--- config.mk ---
export PLATFORM = sky130hd
export DESIGN_NAME = wrs_queue
export DESIGN_NICKNAME = d
export VERILOG_FILES = /design/src/rtl/core/weighted_range_selector_top_defines.svh /design/src/rtl/core/wrs_pkg.sv /design/src/rtl/core/wrs_queue.sv
export SDC_FILE = /design/constraint.sdc
export NUM_CORES = 1
export LEC_CHECK = 0
export BUFFER_PORTS_ARGS = -buffer_cell sky130_fd_sc_hd__buf_4
export CORE_MARGIN = 4
export CORE_UTILIZATION = 30
export CTS_CLUSTER_SIZE = 30
export DETAILED_ROUTE_END_ITERATION = 8
export PLACE_DENSITY = 0.55
export SYNTH_ARGS = -nofsm -noshare
export SYNTH_HDL_FRONTEND = slang
export SYNTH_SLANG_ARGS = --single-unit
export TNS_END_PERCENT = 50
--- constraint.sdc ---
create_clock -name clk -period 14.3 [get_ports clk]
set_input_delay 1.43 -clock clk [delete_from_list [all_inputs] [get_ports clk]]
set_output_delay 1.43 -clock clk [all_outputs]
set_load 0.005 [all_outputs]
--- src/rtl/core/weighted_range_selector_top_defines.svh ---
// Assertion macros for the weighted range selector.
// Expects clk and arst_n in the scope of each use.
`ifndef WEIGHTED_RANGE_SELECTOR_TOP_DEFINES_SVH
`define WEIGHTED_RANGE_SELECTOR_TOP_DEFINES_SVH

// Same-cycle implication, disabled while in reset.
`define WRS_ASSERT_SAME(lbl, ante, cons, msg) \
	lbl: assert property (@(posedge clk) disable iff (!arst_n) (ante) |-> (cons)) \
		else $error(msg);

// Next-cycle implication, disabled while in reset.
`define WRS_ASSERT_NEXT(lbl, ante, cons, msg) \
	lbl: assert property (@(posedge clk) disable iff (!arst_n) (ante) |=> (cons)) \
		else $error(msg);

`endif

--- src/rtl/core/wrs_pkg.sv ---
// Shared types and constants for the weighted range selector.
// No dependencies.
package wrs_pkg;

	localparam int SLOT_W      = 6;
	localparam int VAL_W       = 32;
	localparam int COUNT_W     = 7;
	localparam int SLOT_LIMIT  = 2 ** SLOT_W;
	localparam int NUM_SLOTS_DEF = 64;

	localparam int QUEUE_DEPTH = 2;
	localparam int QPTR_W      = $clog2(QUEUE_DEPTH);
	localparam int QCNT_W      = $clog2(QUEUE_DEPTH + 1);

	localparam logic [COUNT_W-1:0] COUNT_MAX = '1;
	localparam logic [VAL_W-1:0]   VAL_MAX   = '1;

	typedef enum logic [1:0] {
		OP_WRITE,
		OP_SKIP,
		OP_LOOKUP
	} op_t;

	typedef struct packed {
		op_t               op;
		logic [SLOT_W-1:0] slot;
		logic [VAL_W-1:0]  low;
		logic [VAL_W-1:0]  high;
		logic [VAL_W-1:0]  probe;
	} cmd_t;

	// queue status seen by front end
	typedef struct packed {
		logic full;
		logic avail;
	} q_stat_t;

	// back end status seen by top level
	typedef struct packed {
		logic lookup_busy;
		logic out_full;
	} back_stat_t;

endpackage

--- src/rtl/core/wrs_queue.sv ---
// Short command queue between front and back end.
// Depends on wrs_pkg.
module wrs_queue (
	input  logic             clk,
	input  logic             arst_n,
	input  logic             push,
	input  wrs_pkg::cmd_t    cmd_in,
	input  logic             pop,
	output wrs_pkg::q_stat_t q_stat,
	output wrs_pkg::cmd_t    cmd_out
);

	wrs_pkg::cmd_t                 mem_q [wrs_pkg::QUEUE_DEPTH];
	logic [wrs_pkg::QPTR_W-1:0]    wr_ptr_q;
	logic [wrs_pkg::QPTR_W-1:0]    rd_ptr_q;
	logic [wrs_pkg::QCNT_W-1:0]    cnt_q;
	logic                          do_push;
	logic                          do_pop;

	localparam logic [wrs_pkg::QPTR_W-1:0] PTR_LAST = wrs_pkg::QPTR_W'(wrs_pkg::QUEUE_DEPTH - 1);
	localparam logic [wrs_pkg::QCNT_W-1:0] CNT_FULL = wrs_pkg::QCNT_W'(wrs_pkg::QUEUE_DEPTH);

	assign q_stat.full  = (cnt_q == CNT_FULL);
	assign q_stat.avail = (cnt_q != '0);
	assign do_push      = push && !q_stat.full;
	assign do_pop       = pop && q_stat.avail;
	assign cmd_out      = mem_q[rd_ptr_q];

	always_ff @(posedge clk or negedge arst_n) begin
		if (!arst_n) begin
			wr_ptr_q <= '0;
			rd_ptr_q <= '0;
			cnt_q    <= '0;
		end else begin
			if (do_push) begin
				wr_ptr_q <= (wr_ptr_q == PTR_LAST) ? '0 : wr_ptr_q + 1'b1;
			end
			if (do_pop) begin
				rd_ptr_q <= (rd_ptr_q == PTR_LAST) ? '0 : rd_ptr_q + 1'b1;
			end
			if (do_push && !do_pop) begin
				cnt_q <= cnt_q + 1'b1;
			end else if (do_pop && !do_push) begin
				cnt_q <= cnt_q - 1'b1;
			end
		end
	end

	always_ff @(posedge clk) begin
		if (do_push) begin
			mem_q[wr_ptr_q] <= cmd_in;
		end
	end

endmodule

Yosys cells after proc, flatten, opt, wreduce, memory -nomap -nowiden
Memories as Yosys holds them, arrays and structs flattened.
Index checks and enable logic that the tools add are counted.
{ "word_totals": {"regBits": 4, "ram_bits": 208, "out_inout_bits": 106, "memories": 1} }
{ "memory_table": {"columns": ["memory", "depth", "width", "read_ports", "rd_clocked_by_memory_dff", "write_ports", "line_no", "source"], "rows": [
  ["mem_q", 2, 104, 1, 0, 1, "wrs_queue.sv:13", "wrs_pkg::cmd_t mem_q [wrs_pkg::QUEUE_DEPTH];"]
]} }
{ "classes": {"addsub": 4, "eq_ne": 1, "muxes": 6, "reduce_logical": 9} }
{ "ops": {"columns": ["operator", "count"], "rows": [
  ["$logic_and 1x1->1", 4],
  ["$mux 1", 4],
  ["$mux 2", 2],
  ["$reduce_bool 2->1", 2],
  ["$logic_not 1->1", 3],
  ["$add 1x1->1 const B", 2],
  ["$add 2x1->2 const B", 1],
  ["$eq 2x2->1 const B", 1],
  ["$sub 2x1->2 const B", 1]
]} }

Logic depth before layout (Yosys ltp)
{ "depth": {"word_depth": 7, "depth_mapped": 7, "mapped_depth_nobuf": 7} }

Least setup slack after synthesis
No wires, ideal clock.
{ "synth_timing": {"path_type": "input -> register", "startpoint": "input port push", "endpoint": "memory mem_q[0][0] in the netlist's numbering, enable pin", "setup_ns": 0.568, "arrival_ns": 5.846, "t_required_ns": 13.732, "path_slack_ns": 7.886, "cell_stages": 2, "path_cell_list": "nand2_1 -> nor2_1"} }
{ "synth_via": {"elab_chain_len": 3} }
{ "synth_rtl": {"columns": ["element", "line_no", "source"], "rows": [
  ["from (decl)", "wrs_queue.sv:6", "input logic push,"],
  ["$logic_and 1x1->1", "wrs_queue.sv:25", "assign do_push = push && !q_stat.full;"],
  ["$mux 1", "wrs_queue.sv:50", "if (do_push) begin"],
  ["$mux 1 (not written as such)", "wrs_queue.sv:51", "mem_q[wr_ptr_q] <= cmd_in;"],
  ["to (decl)", "wrs_queue.sv:13", null]
]} }
No other way between the ends.

==> impl_metrics.tcl <==
set metrics [dict create \
    critPathCaptureType "primary output" \
    worst_hold_startpoint "cnt_q[1]$_DFFE_PN0P_" \
    first_iter_violations 133 \
    rows 59 \
    drt_pass1_iterations 4 \
    htree_num_levels 1 \
    power_leakage_nw 4.10 \
    slew_headroom_pct 38.7 \
    finish.instance_area_um2 10700 \
    max_clock_freq_mhz 232 \
    placement.setup.worst_slack_ps 10430 \
    slew_viol_final 0 \
    cap_violations 0 \
    initial_utilization_pct 30.5 \
    syn-mean-instance-area_um2 23.2 \
    ys_top_cells_by_area "sky130_fd_sc_hd__edfxtp_1, sky130_fd_sc_hd__mux2_4, sky130_fd_sc_hd__mux2_2, sky130_fd_sc_hd__buf_12, sky130_fd_sc_hd__dfrtp_1" \
    cts_max_path_buffers 3 \
    die_area_um2 29200 \
    tritoncts_clock_tree "yes" \
    cp-start-kind "flip-flop" \
    via_count 3907 \
    multi_input_comb_area_um2 1460 \
    numCtsBuffers 24 \
    power.density_nw_per_um2 202 \
    ys_seq_elements 212 \
    total_placed_cells_including_tap_cells 883 \
    pnr_total_power_mw 2.16 \
    ys_warn_count 0 \
    final_nets 683 \
    timing.critical_path.required_ps 12870 \
    grt_pass1_wl_um 23300 \
    critPathKind "reg2out" \
    seq_area_frac_synth_pct 79.8 \
    clk_latency_ps 510 \
    final_weighted_congestion_in_routability_driven_placement 0.716 \
    clkSinkCount 212 \
    drc 0 \
    syn_inst 343 \
    finalHoldViolCount 0 \
    fin_tns_setup_ps 0 \
    wl_um 15500 \
    n_antenna_cell 0 \
    floorplan.die.width_um 171 \
    syn-num-nets 452 \
    largest_clock_skew_in_the_final_design_ps 19.1 \
    run_status "completed" \
    largest_net_degree_at_the_start_of_global_routing 60 \
    synth_largest_type_area_fraction_pct 78.5 \
    antenna_found_initial 0 \
    netlist-cell-type-count 17 \
    synth.cell_area_um2 7950 \
    layout.filler_cells 2350 \
    r2r-start "cnt_q[0]$_DFFE_PN0P_" \
    irDropWorstVdd_v 0.000123 \
    hold_path_class "reg2reg" \
    cts-hold-fix-buffers 0 \
    die_height_um 171 \
    critPathMaxFanout 54 \
    groute.usage.overall_pct 10.0 \
    grt_setup_unrepaired "false" \
    area.sequential_um2 6350 \
    detail_route.vias_per_cell 4.22 \
    grt_pass1_vias 4305 \
    placed_cell_area_um2 9870 \
    cts_resized 0 \
    stdcell_count 926 \
    wl_per_cell_um 16.7 \
    fin_ws_ps 9990 \
    setup_violations 0 \
    share_of_final_layout_standard_cells_stronger_than_drive_strength_1_pct 60.9 \
    cts.clk_slew.worst_paths_ps 60 \
    floorplan.core_area_um2 26100 \
    hpwl_um 10300 \
    critical_path.startpoint "rd_ptr_q$_DFFE_PN0P_" \
    final_period_minus_worst_setup_slack_ps 4310 \
    postRouteAntennaNets 0 \
    layout_worst_path_cycle_share_pct 30.1 \
    cp_data_arrival_time_ps 2880 \
    tightestPinTransition_ps 920 \
    area_delta_synth_final_pct 34.2 \
    io_buffer_count 213 \
    top_level_ports 214 \
    netlist.top_cell.by_area "sky130_fd_sc_hd__edfxtp_1" \
    cts.repair_timing.setup_buffer_count 0 \
    global_route.overflow_total 0 \
    cts-root-buf "sky130_fd_sc_hd__clkbuf_16" \
]
[per-stage QoR]
step | util (%) | hold WS, ps
floorplan | - | 456
finish | 41.0 | 502
detailed placement | 37.9 | 501
global placement | 37.9 | 475
CTS | 41.0 | 508
global route | 41.0 | 527
[worst max-delay path, stage by stage (launching register included)]
cell and delay (ps):
sky130_fd_sc_hd__dfrtp_4 930, sky130_fd_sc_hd__buf_4 820, sky130_fd_sc_hd__mux2_2 420, sky130_fd_sc_hd__buf_4 130
[cell families after synthesis]
group	after synthesis	share of synthesized area, %
xor+xnor	5	0.551
fa+ha+maj	1	0.157
buf+inv	14	2.00
flops	212	79.8
mux	104	17.1
simple gates	7	0.425
[registers in the layout, summed over array words and instances, names as in the netlist]
register  flops
mem_q       208
wr_ptr_q      1
cnt_q         2
rd_ptr_q      1
[synthesized netlist by cell type]
cell and instances:
sky130_fd_sc_hd__buf_12 5, sky130_fd_sc_hd__buf_8 1, sky130_fd_sc_hd__nor2_1 2, sky130_fd_sc_hd__xnor2_1 3, sky130_fd_sc_hd__nand2b_1 1, sky130_fd_sc_hd__edfxtp_1 208, sky130_fd_sc_hd__ha_1 1, sky130_fd_sc_hd__mux2_4 50
sky130_fd_sc_hd__dfrtp_1 4, sky130_fd_sc_hd__and3_1 1, sky130_fd_sc_hd__nand2_1 2, sky130_fd_sc_hd__inv_1 2, sky130_fd_sc_hd__xor2_1 2, sky130_fd_sc_hd__buf_2 5, sky130_fd_sc_hd__buf_6 1, sky130_fd_sc_hd__mux2_2 54
sky130_fd_sc_hd__or2_2 1
[cell usage in the layout, fill, tap and decap left out]
cell type                    instances
sky130_fd_sc_hd__clkinv_2            5
sky130_fd_sc_hd__clkinv_1            7
sky130_fd_sc_hd__bufinv_16           4
sky130_fd_sc_hd__xor2_1              2
sky130_fd_sc_hd__nor2_4              1
sky130_fd_sc_hd__nand2b_1            1
sky130_fd_sc_hd__xnor2_1             3
sky130_fd_sc_hd__ha_1                1
sky130_fd_sc_hd__clkinvlp_4          1
sky130_fd_sc_hd__dfrtp_4             1
sky130_fd_sc_hd__and3_4              1
sky130_fd_sc_hd__clkbuf_1            1
sky130_fd_sc_hd__edfxtp_1          208
sky130_fd_sc_hd__or2_2               1
sky130_fd_sc_hd__inv_1               2
sky130_fd_sc_hd__mux2_4             50
sky130_fd_sc_hd__nand2_1             2
sky130_fd_sc_hd__nor2_1              1
sky130_fd_sc_hd__buf_4             217
sky130_fd_sc_hd__clkbuf_16          25
sky130_fd_sc_hd__mux2_2             54
sky130_fd_sc_hd__dfrtp_1             3
[report_power, final]
group	internal [mW]	total, mW	switching [mW]
clock	0.387	0.617	0.230
combinational	0.368	0.622	0.254
sequential	0.852	0.916	0.0642
total	1.61	2.16	0.549
[routing by layer]
layer / wire (um) / track usage [%] / share of wire, % / vias up
met5: 0 / 0 / 0 / -
met4: 502 / 3.13 / 3.2 / 0
met3: 1640 / 4.62 / 11 / 28
met2: 7420 / 17.1 / 48 / 149
met1: 5930 / 11.3 / 38 / 1912
li1: - / - / - / 1818
[final cells by class]
class	instances	share of cell area, %
sequential	212	59.5
timing repair buffer	217	15.3
multi-input combinational	117	13.7
clock buffer	26	5.90
tap	335	3.93
clock inverter	17	1.68
inverter	2	0.0703
[path summary, 6_finish.rpt]
| check | end | slack (ps) | cells past startpoint |
|---|---|---|---|
| min | cnt_q[1]$_DFFE_PN0P_ | 500 | 1 |
| min in group asynchronous | rd_ptr_q$_DFFE_PN0P_ | 720 | 1 |
| min reg2reg | cnt_q[1]$_DFFE_PN0P_ | 500 | 1 |
| max reg2reg | mem_q[0][16]$_DFFE_PP_ | 11790 | 5 |
| max | cmd_out[85] | 9990 | 3 |
| max in group asynchronous | rd_ptr_q$_DFFE_PN0P_ | 13470 | 1 |
(Power assumes the default switching activity.)
